--- src/hw/rtl/kvte_pkg.sv ---
// Shared types and codes for the key-value table with expiry.
package kvte_pkg;

  localparam int VALUE_BITS = 32;
  localparam int TIME_BITS  = 32;
  localparam int ACT_BITS   = 3;

  typedef enum logic [ACT_BITS-1:0] {
    ACT_SET    = 3'd0,
    ACT_GET    = 3'd1,
    ACT_DEL    = 3'd2,
    ACT_EXPIRE = 3'd3,
    ACT_TICK   = 3'd4,
    ACT_SWEEP  = 3'd5
  } action_t;

  typedef enum logic [1:0] {
    S_IDLE,
    S_LAUNCH,
    S_WALK
  } state_t;

  // Token and lookup status handed from cell to cell.
  typedef struct packed {
    logic                  tok;
    logic                  hit;
    logic                  found;
    logic                  free_seen;
    logic [VALUE_BITS-1:0] value;
  } link_t;

  // Request controls broadcast to every cell.
  typedef struct packed {
    action_t act;
    logic    ttl_pos;
    logic    sweep;
    logic    commit;
    logic    clear;
  } ctrl_t;

endpackage

--- src/hw/rtl/kvte_cell.sv ---
// One table slot: holds an entry and serves the lookup token as it passes.
module kvte_cell #(
  parameter int KEY_BITS = 64
) (
  input  logic                                clk,
  input  logic                                rst_n,
  input  kvte_pkg::ctrl_t                     ctrl,
  input  logic [KEY_BITS-1:0]                 req_key,
  input  logic [kvte_pkg::VALUE_BITS-1:0]     req_value,
  input  logic [kvte_pkg::TIME_BITS-1:0]      now,
  input  logic [kvte_pkg::TIME_BITS-1:0]      exp_target,
  input  kvte_pkg::link_t                     link_in,
  output kvte_pkg::link_t                     link_out
);
  import kvte_pkg::*;

  logic                  valid_r, valid_nxt;
  logic                  cand_r, cand_nxt;
  logic [KEY_BITS-1:0]   key_r, key_nxt;
  logic [VALUE_BITS-1:0] value_r, value_nxt;
  logic                  has_exp_r, has_exp_nxt;
  logic [TIME_BITS-1:0]  exp_r, exp_nxt;
  link_t                 link_r, link_nxt;
  logic                  match;
  logic                  expired;

  assign match   = link_in.tok && valid_r && (key_r == req_key);
  assign expired = has_exp_r && (now > exp_r);

  always_comb begin
    valid_nxt   = valid_r;
    cand_nxt    = cand_r;
    key_nxt     = key_r;
    value_nxt   = value_r;
    has_exp_nxt = has_exp_r;
    exp_nxt     = exp_r;
    link_nxt    = link_in;

    if (ctrl.clear) begin
      cand_nxt = 1'b0;
    end

    if (link_in.tok) begin
      case (ctrl.act)
        ACT_SET: begin
          if (match) begin
            value_nxt      = req_value;
            has_exp_nxt    = 1'b0;
            link_nxt.hit   = 1'b1;
            link_nxt.found = 1'b1;
          end else if (!valid_r && !link_in.free_seen) begin
            cand_nxt           = 1'b1;
            link_nxt.free_seen = 1'b1;
          end
        end
        ACT_GET: begin
          if (match) begin
            link_nxt.hit = 1'b1;
            if (expired) begin
              valid_nxt = 1'b0;
            end else begin
              link_nxt.found = 1'b1;
              link_nxt.value = value_r;
            end
          end
        end
        ACT_DEL: begin
          if (match) begin
            valid_nxt      = 1'b0;
            link_nxt.hit   = 1'b1;
            link_nxt.found = 1'b1;
          end
        end
        ACT_EXPIRE: begin
          if (match) begin
            link_nxt.hit   = 1'b1;
            link_nxt.found = 1'b1;
            if (ctrl.ttl_pos) begin
              has_exp_nxt = 1'b1;
              exp_nxt     = exp_target;
            end else begin
              valid_nxt = 1'b0;
            end
          end
        end
        default: begin
        end
      endcase
    end

    if (ctrl.sweep && valid_r && expired) begin
      valid_nxt = 1'b0;
    end

    if (ctrl.commit && cand_r) begin
      valid_nxt   = 1'b1;
      cand_nxt    = 1'b0;
      key_nxt     = req_key;
      value_nxt   = req_value;
      has_exp_nxt = 1'b0;
    end
  end

  always_ff @(posedge clk) begin
    if (!rst_n) begin
      valid_r    <= 1'b0;
      cand_r     <= 1'b0;
      link_r.tok <= 1'b0;
    end else begin
      valid_r    <= valid_nxt;
      cand_r     <= cand_nxt;
      link_r.tok <= link_nxt.tok;
    end
    link_r.hit       <= link_nxt.hit;
    link_r.found     <= link_nxt.found;
    link_r.free_seen <= link_nxt.free_seen;
    link_r.value     <= link_nxt.value;
    key_r            <= key_nxt;
    value_r          <= value_nxt;
    has_exp_r        <= has_exp_nxt;
    exp_r            <= exp_nxt;
  end

  assign link_out = link_r;

endmodule

--- config.mk ---
export PLATFORM = sky130hd
export DESIGN_NAME = kvte_cell
export DESIGN_NICKNAME = d
export VERILOG_FILES = /design/src/hw/rtl/kvte_pkg.sv /design/src/hw/rtl/kvte_cell.sv
export SDC_FILE = /design/constraint.sdc
export NUM_CORES = 1
export LEC_CHECK = 0
export ABC_AREA = 1
export BUFFER_PORTS_ARGS = -buffer_cell sky130_fd_sc_hd__buf_2
export CAP_MARGIN = 20
export CELL_PAD_IN_SITES_DETAIL_PLACEMENT = 1
export CELL_PAD_IN_SITES_GLOBAL_PLACEMENT = 1
export CORE_MARGIN = 2
export CORE_UTILIZATION = 43
export CTS_BUF_LIST = sky130_fd_sc_hd__clkbuf_8
export CTS_CLUSTER_SIZE = 40
export DETAILED_ROUTE_END_ITERATION = 8
export PLACE_DENSITY = 0.95
export REMOVE_ABC_BUFFERS = 1
export SLEW_MARGIN = 0
export SYNTH_ARGS = -nofsm -noshare
export SYNTH_HDL_FRONTEND = slang
export SYNTH_SLANG_ARGS = --single-unit
--- constraint.sdc ---
create_clock -name clk -period 8.3 [get_ports clk]
set_input_delay 0.83 -clock clk [delete_from_list [all_inputs] [get_ports clk]]
set_output_delay 0.83 -clock clk [all_outputs]
set_load 0.02 [all_outputs]
==> results of run 1 <==
[metal layers]
metal / GRT usage [%] / up-vias / wire (um)
met4: 7.37 / 6 / 426
li1: - / 2725 / -
met2: 42.2 / 182 / 10300
met5: 0 / - / 46
met3: 6.92 / 35 / 1270
met1: 21.9 / 2643 / 6940
[worst paths after layout]
check | to | slack (ns) | cells after the start
max | link_out[9] | 5.43 | 13
min | has_exp_r | 0.50 | 2
max reg2reg | link_out[9] | 5.52 | 13
min reg2reg | has_exp_r | 0.50 | 2
[power groups by stage]
| stage | logic [uW] | registers (uW) | clock network (uW) |
|---|---|---|---|
| after floorplan | 43.7 | 944 | 0 |
| after global placement | 127 | 931 | 0 |
| after detailed placement | 136 | 932 | 0 |
| after CTS | 136 | 913 | 618 |
| after global routing | 151 | 914 | 648 |
| final | 135 | 913 | 599 |
[area by class of cell]
class / count / area (um^2)
tap: 220 / 275
antenna: 7 / 17.5
clock buffer: 17 / 234
fill: 1963 / 7420
multi-input combinational: 375 / 2100
inverter: 134 / 503
timing repair buffer: 243 / 1240
sequential: 167 / 4620
clock inverter: 15 / 180
[sequential cells by signal (all words and copies together) (netlist names)]
name,cells
key_r,64
link_out,36
has_exp_r,1
exp_r,32
value_r,32
cand_r,1
valid_r,1
[per-stage QoR]
| stage | cells | total power [uW] | utilization (%) | setup WS, ns |
|---|---|---|---|---|
| finish | 1178 | 1650 | 55.3 | 5.43 |
| global route | 1176 | 1710 | 55.3 | 5.12 |
| CTS | 1170 | 1670 | 55.1 | 5.42 |
| detailed placement | 1138 | 1070 | 52.6 | 4.92 |
| global placement | 1138 | 1060 | 52.6 | 5.09 |
| floorplan | 676 | 988 | - | 4.02 |
[synth_stat cells, drive strengths merged]
library cell  count  share of area, %
nand2           154               8.0
inv             134               6.9
edfxtp          128                53
nor2             64               3.4
o21ai            60               5.8
dfxtp            39                11
ha               32               5.5
a21oi            16               1.1
xor2             10               1.2
nand3             9              0.69
xnor2             8              0.96
nor3              7              0.48
buf               6              0.93
o22ai             5              0.43
nand4             3              0.26
nand3b            2              0.38
o21bai            2              0.21
a21o              1              0.10
o21a              1              0.10
or2               1             0.086
[cell families (layout without fill, tap and decap cells)]
family          count (synthesis)  after routing  share of synthesized area, %
buf+inv                       140            409                          7.84
fa+ha+maj                      32             32                          5.50
xor+xnor                       18             18                          2.17
other cells                     0              7                             0
compound gates                 85             85                          7.72
flops                         167            167                          63.5
simple gates                  240            240                          13.2
[critical path, cell delays in order]
cell and delay, ns:
buf_2 0.10, ha_1 0.29, nand2_1 0.08, nor2_1 0.16
nand4_1 0.10, nor2_1 0.15, nand3b_1 0.11, nand2_1 0.07
inv_1 0.05, nand2_1 0.13, nand3b_4 0.65, nand2_1 0.31
o21ai_2 0.09
==> reports/metrics.yaml, run 1 <==
grt:
  grt_use_total_pct: 21.8
  grt_max_degree: 66
  grt_pass1_wl_mm: 30.0
  grt-ovfl-total: 0
  antenna_found_initial: 10
  grt_pass1_vias: 6205
cells_and_area:
  synthToLayoutAreaGrowth_pct: 26.0
  nets: 1175
  fin_area_mm2: 0.00917
  drive_above_1_share_pct: 33.2
  final_cell_mix: "buf_2 (240), nand2_1 (153), inv_1 (133)"
  final_common_cell: "buf_2"
pwr:
  power.internal_uw: 1230
  peakVddDrop_mv: 0.107
  leakage_uw: 0.00438
  combPwrFrac_pct: 8.2
  swShare_pct: 25.3
  seq_power_share_pct: 55.4
  pwr_density_cell_mw_per_mm2: 180
  p_switching_uw: 417
  p_clk_share_pct: 36.4
detailed_routing:
  post_drt_wl_per_cell_um: 16.1
  ant_nets: 0
  firstDrtPassIters: 4
  routed_wl_mm: 19.0
  drtIter0Drc: 244
  vias: 5591
  viasPerCell: 4.75
  drc: 0
cts:
  cts_setup_buffers: 0
  cts_buffers: 17
  cts_resized: 0
  cts.sinks: 167
  tritoncts: "yes"
  clock_latency_ns: 0.45
  ctsHoldBuffers: 0
  htree_levels: 4
  cts-root-buf: "clkbuf_8"
  cts_buffer_depth: 2
  path_clk_slew_ns: 0.09
logic_synthesis:
  synth_warnings: 0
  synth.ff_latch_count: 167
  synth-seq-area-share_pct: 63.5
  synth_cell_types: 26
  avgSynthCellArea_um2: 10.7
  synthCells: 682
  synth_area_mm2: 0.00728
run_status:
  run_status: "complete, no violations"
worst_setup_path:
  crit_type: "primary input to register"
  crit_fanout: 64
  worstSetupStartpoint: "now[23]"
  timing.rr.start: "exp_r[22]"
  cp_data_required_time_ns: 8.61
  endpoint_kind: "register"
  cp.arrival_ns: 3.18
  critPathLaunchType: "primary input"
floorplanning:
  die_h_um: 134
  fp.dieArea_mm2: 0.0180
  initial_core_util_pct: 43.9
  fp-row-count: 47
  die_w_um: 134
  coreArea_mm2: 0.0166
  io_pins: 241
timing:
  hold-worst-slack_ns: 0.501
  post-route-period-util_pct: 34.6
  hold_violations: 0
  setup_tns_ns: 0
  worst_clock_skew_ns: 0.0195
  maxSlewHeadroom_pct: 39.4
  setup_viol: 0
  rsz0062_at_grt: "false"
  tightest_slew_ns: 0.909
  max_clock_freq_ghz: 0.348
  report.final.slew_viol_count: 0
  fin_crit_ns: 2.87
placed_design:
  place.detailed.hpwl_mm: 15.3
  io_buffers: 240
  post_dp_cell_area_mm2: 0.00872
  gp_congestion: 0.807
worst_hold_path:
  hp-class: "register to register"
  hold_path.startpoint: "has_exp_r"
job:
  maxCapViolations: 0
Note: power is estimated with default switching activity, not from simulation.
==> inputs of run 2 (changes only) <==
Settings changed: CORE_UTILIZATION 43 to 36, PLACE_DENSITY 0.95 to 0.88.
Clock period 8.3 ns to 2.3 ns, I/O delays scaled along.
==> run 2 against run 1 <==
Compared with the run above: largest cell class unchanged; largest power group unchanged; via count rose by 21%; register-to-register slack worse by 5.6 ns; sequential power rose to 3.6 times the previous value; the run now ends with negative setup slack left; worst setup slack got worse by 5.5 ns.
==> reports/metrics.yaml, run 2 (same netlist as run 1, synthesis figures left out) <==
run_status:
  run_status: "finished, violations left"
  violations: "negative setup slack"
timing:
  worst_clock_skew_ns: 0.0333  # +0.0139 ns
  post-route-period-util_pct: 105
  hold_violations: 0  # unchanged
  setup_viol: 36  # +36
  worst_slack_ns: -0.108  # -5.54 ns
  setup_tns_ns: -1.40  # -1.40 ns
  fin_crit_ns: 2.41
  report.final.slew_viol_count: 0  # unchanged
  max_clock_freq_ghz: 0.415
  tightest_slew_ns: 1.35  # +0.445 ns
  rsz0062_at_grt: "true"
  maxSlewHeadroom_pct: 9.06  # -30 points
placed_design:
  place.detailed.hpwl_mm: 14.9  # -2.3%
  gp_congestion: 0.812  # +0.57%
  io_buffers: 240  # unchanged
  post_dp_cell_area_mm2: 0.00891  # +2.2%
floorplanning:
  fp-row-count: 52  # +11%
  initial_core_util_pct: 36.3  # -7.6 points
  fp.dieArea_mm2: 0.0214  # +19%
  die_w_um: 146  # +9.0%
  die_h_um: 146  # +9.0%
  io_pins: 241  # unchanged
  coreArea_mm2: 0.0200  # +21%
cells_and_area:
  drive_above_1_share_pct: 33.2  # -0.069 points
  fin_area_mm2: 0.0115  # +26%
  multi_input_area_mm2: 0.00228  # +8.8%
  nets: 1370  # +17%
  largest_reg_flops: 64  # unchanged
  regArea_mm2: 0.00462  # unchanged
  final_cell_mix: "buf_2 (240), dlygate4sd3_1 (165), nand2_1 (131)"
  fill_cells: 2225  # +13%
  top_register: "key_r"
  final_common_cell: "buf_2"
  synthToLayoutAreaGrowth_pct: 58.7
pwr:
  p_clk_share_pct: 36.0  # -0.4 points
  p_switching_uw: 1830  # +340%
  peakVddDrop_mv: 0.322  # +200%
  pwr_density_cell_mw_per_mm2: 554  # +210%
  swShare_pct: 28.5  # +3.2 points
  leakage_uw: 0.00534  # +22%
  power.internal_uw: 4570  # +270%
  seq_power_share_pct: 51.6  # -3.8 points
  combPwrFrac_pct: 12.4  # +4.2 points
detailed_routing:
  vias: 6775  # +21%
  ant_nets: 0  # unchanged
  drtIter0Drc: 257  # +5.3%
  viasPerCell: 4.77  # +0.45%
  drc: 0  # unchanged
  post_drt_wl_per_cell_um: 20.5  # +27%
  firstDrtPassIters: 4  # unchanged
  routed_wl_mm: 29.2  # +54%
worst_setup_path:
  cp_data_required_time_ns: 2.67  # -5.94 ns
  crit_fanout: 5  # -92%
  crit_path_end: "link_out[7]"
  critPathLaunchType: "register"
  r2r_slack_ns: -0.11  # -5.63 ns
  worstSetupStartpoint: "exp_r[21]"
  rr_worst_depth: 14  # +1
  rr_endpoint: "link_out[7]"
  cp.arrival_ns: 2.78  # -0.40 ns
  timing.rr.start: "exp_r[21]"
  crit_type: "register to register"
  endpoint_kind: "register"
cts:
  cts-root-buf: "clkbuf_8"
  htree_levels: 4  # unchanged
  clock_latency_ns: 0.48  # +0.03 ns
  cts_buffer_depth: 2  # unchanged
  path_clk_slew_ns: 0.12  # +0.03 ns
  cts_buffers: 17  # unchanged
  tritoncts: "yes"
  cts.sinks: 167  # unchanged
job:
  maxCapViolations: 0  # unchanged
grt:
  grt_pass1_wl_mm: 40.5  # +35%
  grt_pass1_vias: 7617  # +23%
  grt_use_total_pct: 24.7  # +2.9 points
  grt-ovfl-total: 0  # unchanged
  grt_max_degree: 54  # -18%
  antenna_found_initial: 7  # -3
worst_hold_path:
  hp-class: "primary input to register"
-- run 2: final cells by class --
cell class / instances / area share (%)
clock inverter: 15 / 1.70
antenna: 5 / 0.108
clock buffer: 17 / 2.03
inverter: 134 / 4.36
timing repair buffer: 436 / 29.1
multi-input combinational: 377 / 19.8
sequential: 167 / 40.0
tap: 270 / 2.93
-- run 2: how the worst min path moves through the flow --
stage                        start  slack, ns           end  cells after the start
floorplan              link_in[35]       0.32  link_out[35]                      2
global route               ctrl[0]       0.09        cand_r                      4
finish                     ctrl[0]       0.09        cand_r                      4
detailed placement  exp_target[31]       0.41     exp_r[31]                      1
CTS                        ctrl[0]       0.09        cand_r                      4
global placement    exp_target[11]       0.41     exp_r[11]                      1
-- run 2: power groups by stage --
stage / clock network, uW / logic, uW / registers [uW]
final: 2300 / 792 / 3300
after global routing: 2460 / 851 / 3300
after CTS: 2310 / 718 / 3290
after detailed placement: 0 / 490 / 3360
after global placement: 0 / 461 / 3360
after floorplan: 0 / 158 / 3410
-- run 2: stage by stage --
stage | util [%] | setup WS [ns] | hold WS (ns) | total power, uW | instances
6_report | 57.6 | -0.108 | 0.0852 | 6400 | 1421
5_1_grt | 57.6 | -0.247 | 0.0877 | 6610 | 1421
4_1_cts | 54.9 | 0.00611 | 0.0886 | 6320 | 1395
3_5_place_dp | 44.5 | -0.0412 | 0.409 | 3850 | 1197
3_3_place_gp | 44.5 | 0.138 | 0.407 | 3820 | 1197
2_1_floorplan | - | -1.51 | 0.323 | 3560 | 676
-- run 2: critical path: stages (launching register included) --
cell and delay, ns:
edfxtp_1 0.38, inv_1 0.07, ha_1 0.24, a21oi_1 0.24, nor2_1 0.08, nor2_1 0.15
nand3_2 0.10, a21oi_2 0.17, nand2_2 0.09, nand2_4 0.14, buf_4 0.15, nand3b_4 0.14
buf_6 0.23, nand2_2 0.08, o21ai_2 0.06
-- run 2: what timing repair did --
| action | CTS | global route |
|---|---|---|
| cloned | 0 | 13 |
| gates resized for setup | 1 | 49 |
| pin swaps | 0 | 17 |
| hold buffers | 165 | 0 |
| setup buffers | 1 | 8 |
| setup endpoints to repair | 28 | 94 |
| hold endpoints to repair | 164 | 0 |
-- run 2: metal layers --
layer	vias up	share of wire (%)	global-route usage (%)
met1	3308	35	25.0
met3	79	4.8	5.38
met5	-	0.079	0
li1	3121	-	-
met2	263	56	48.6
met4	4	4.1	10.3
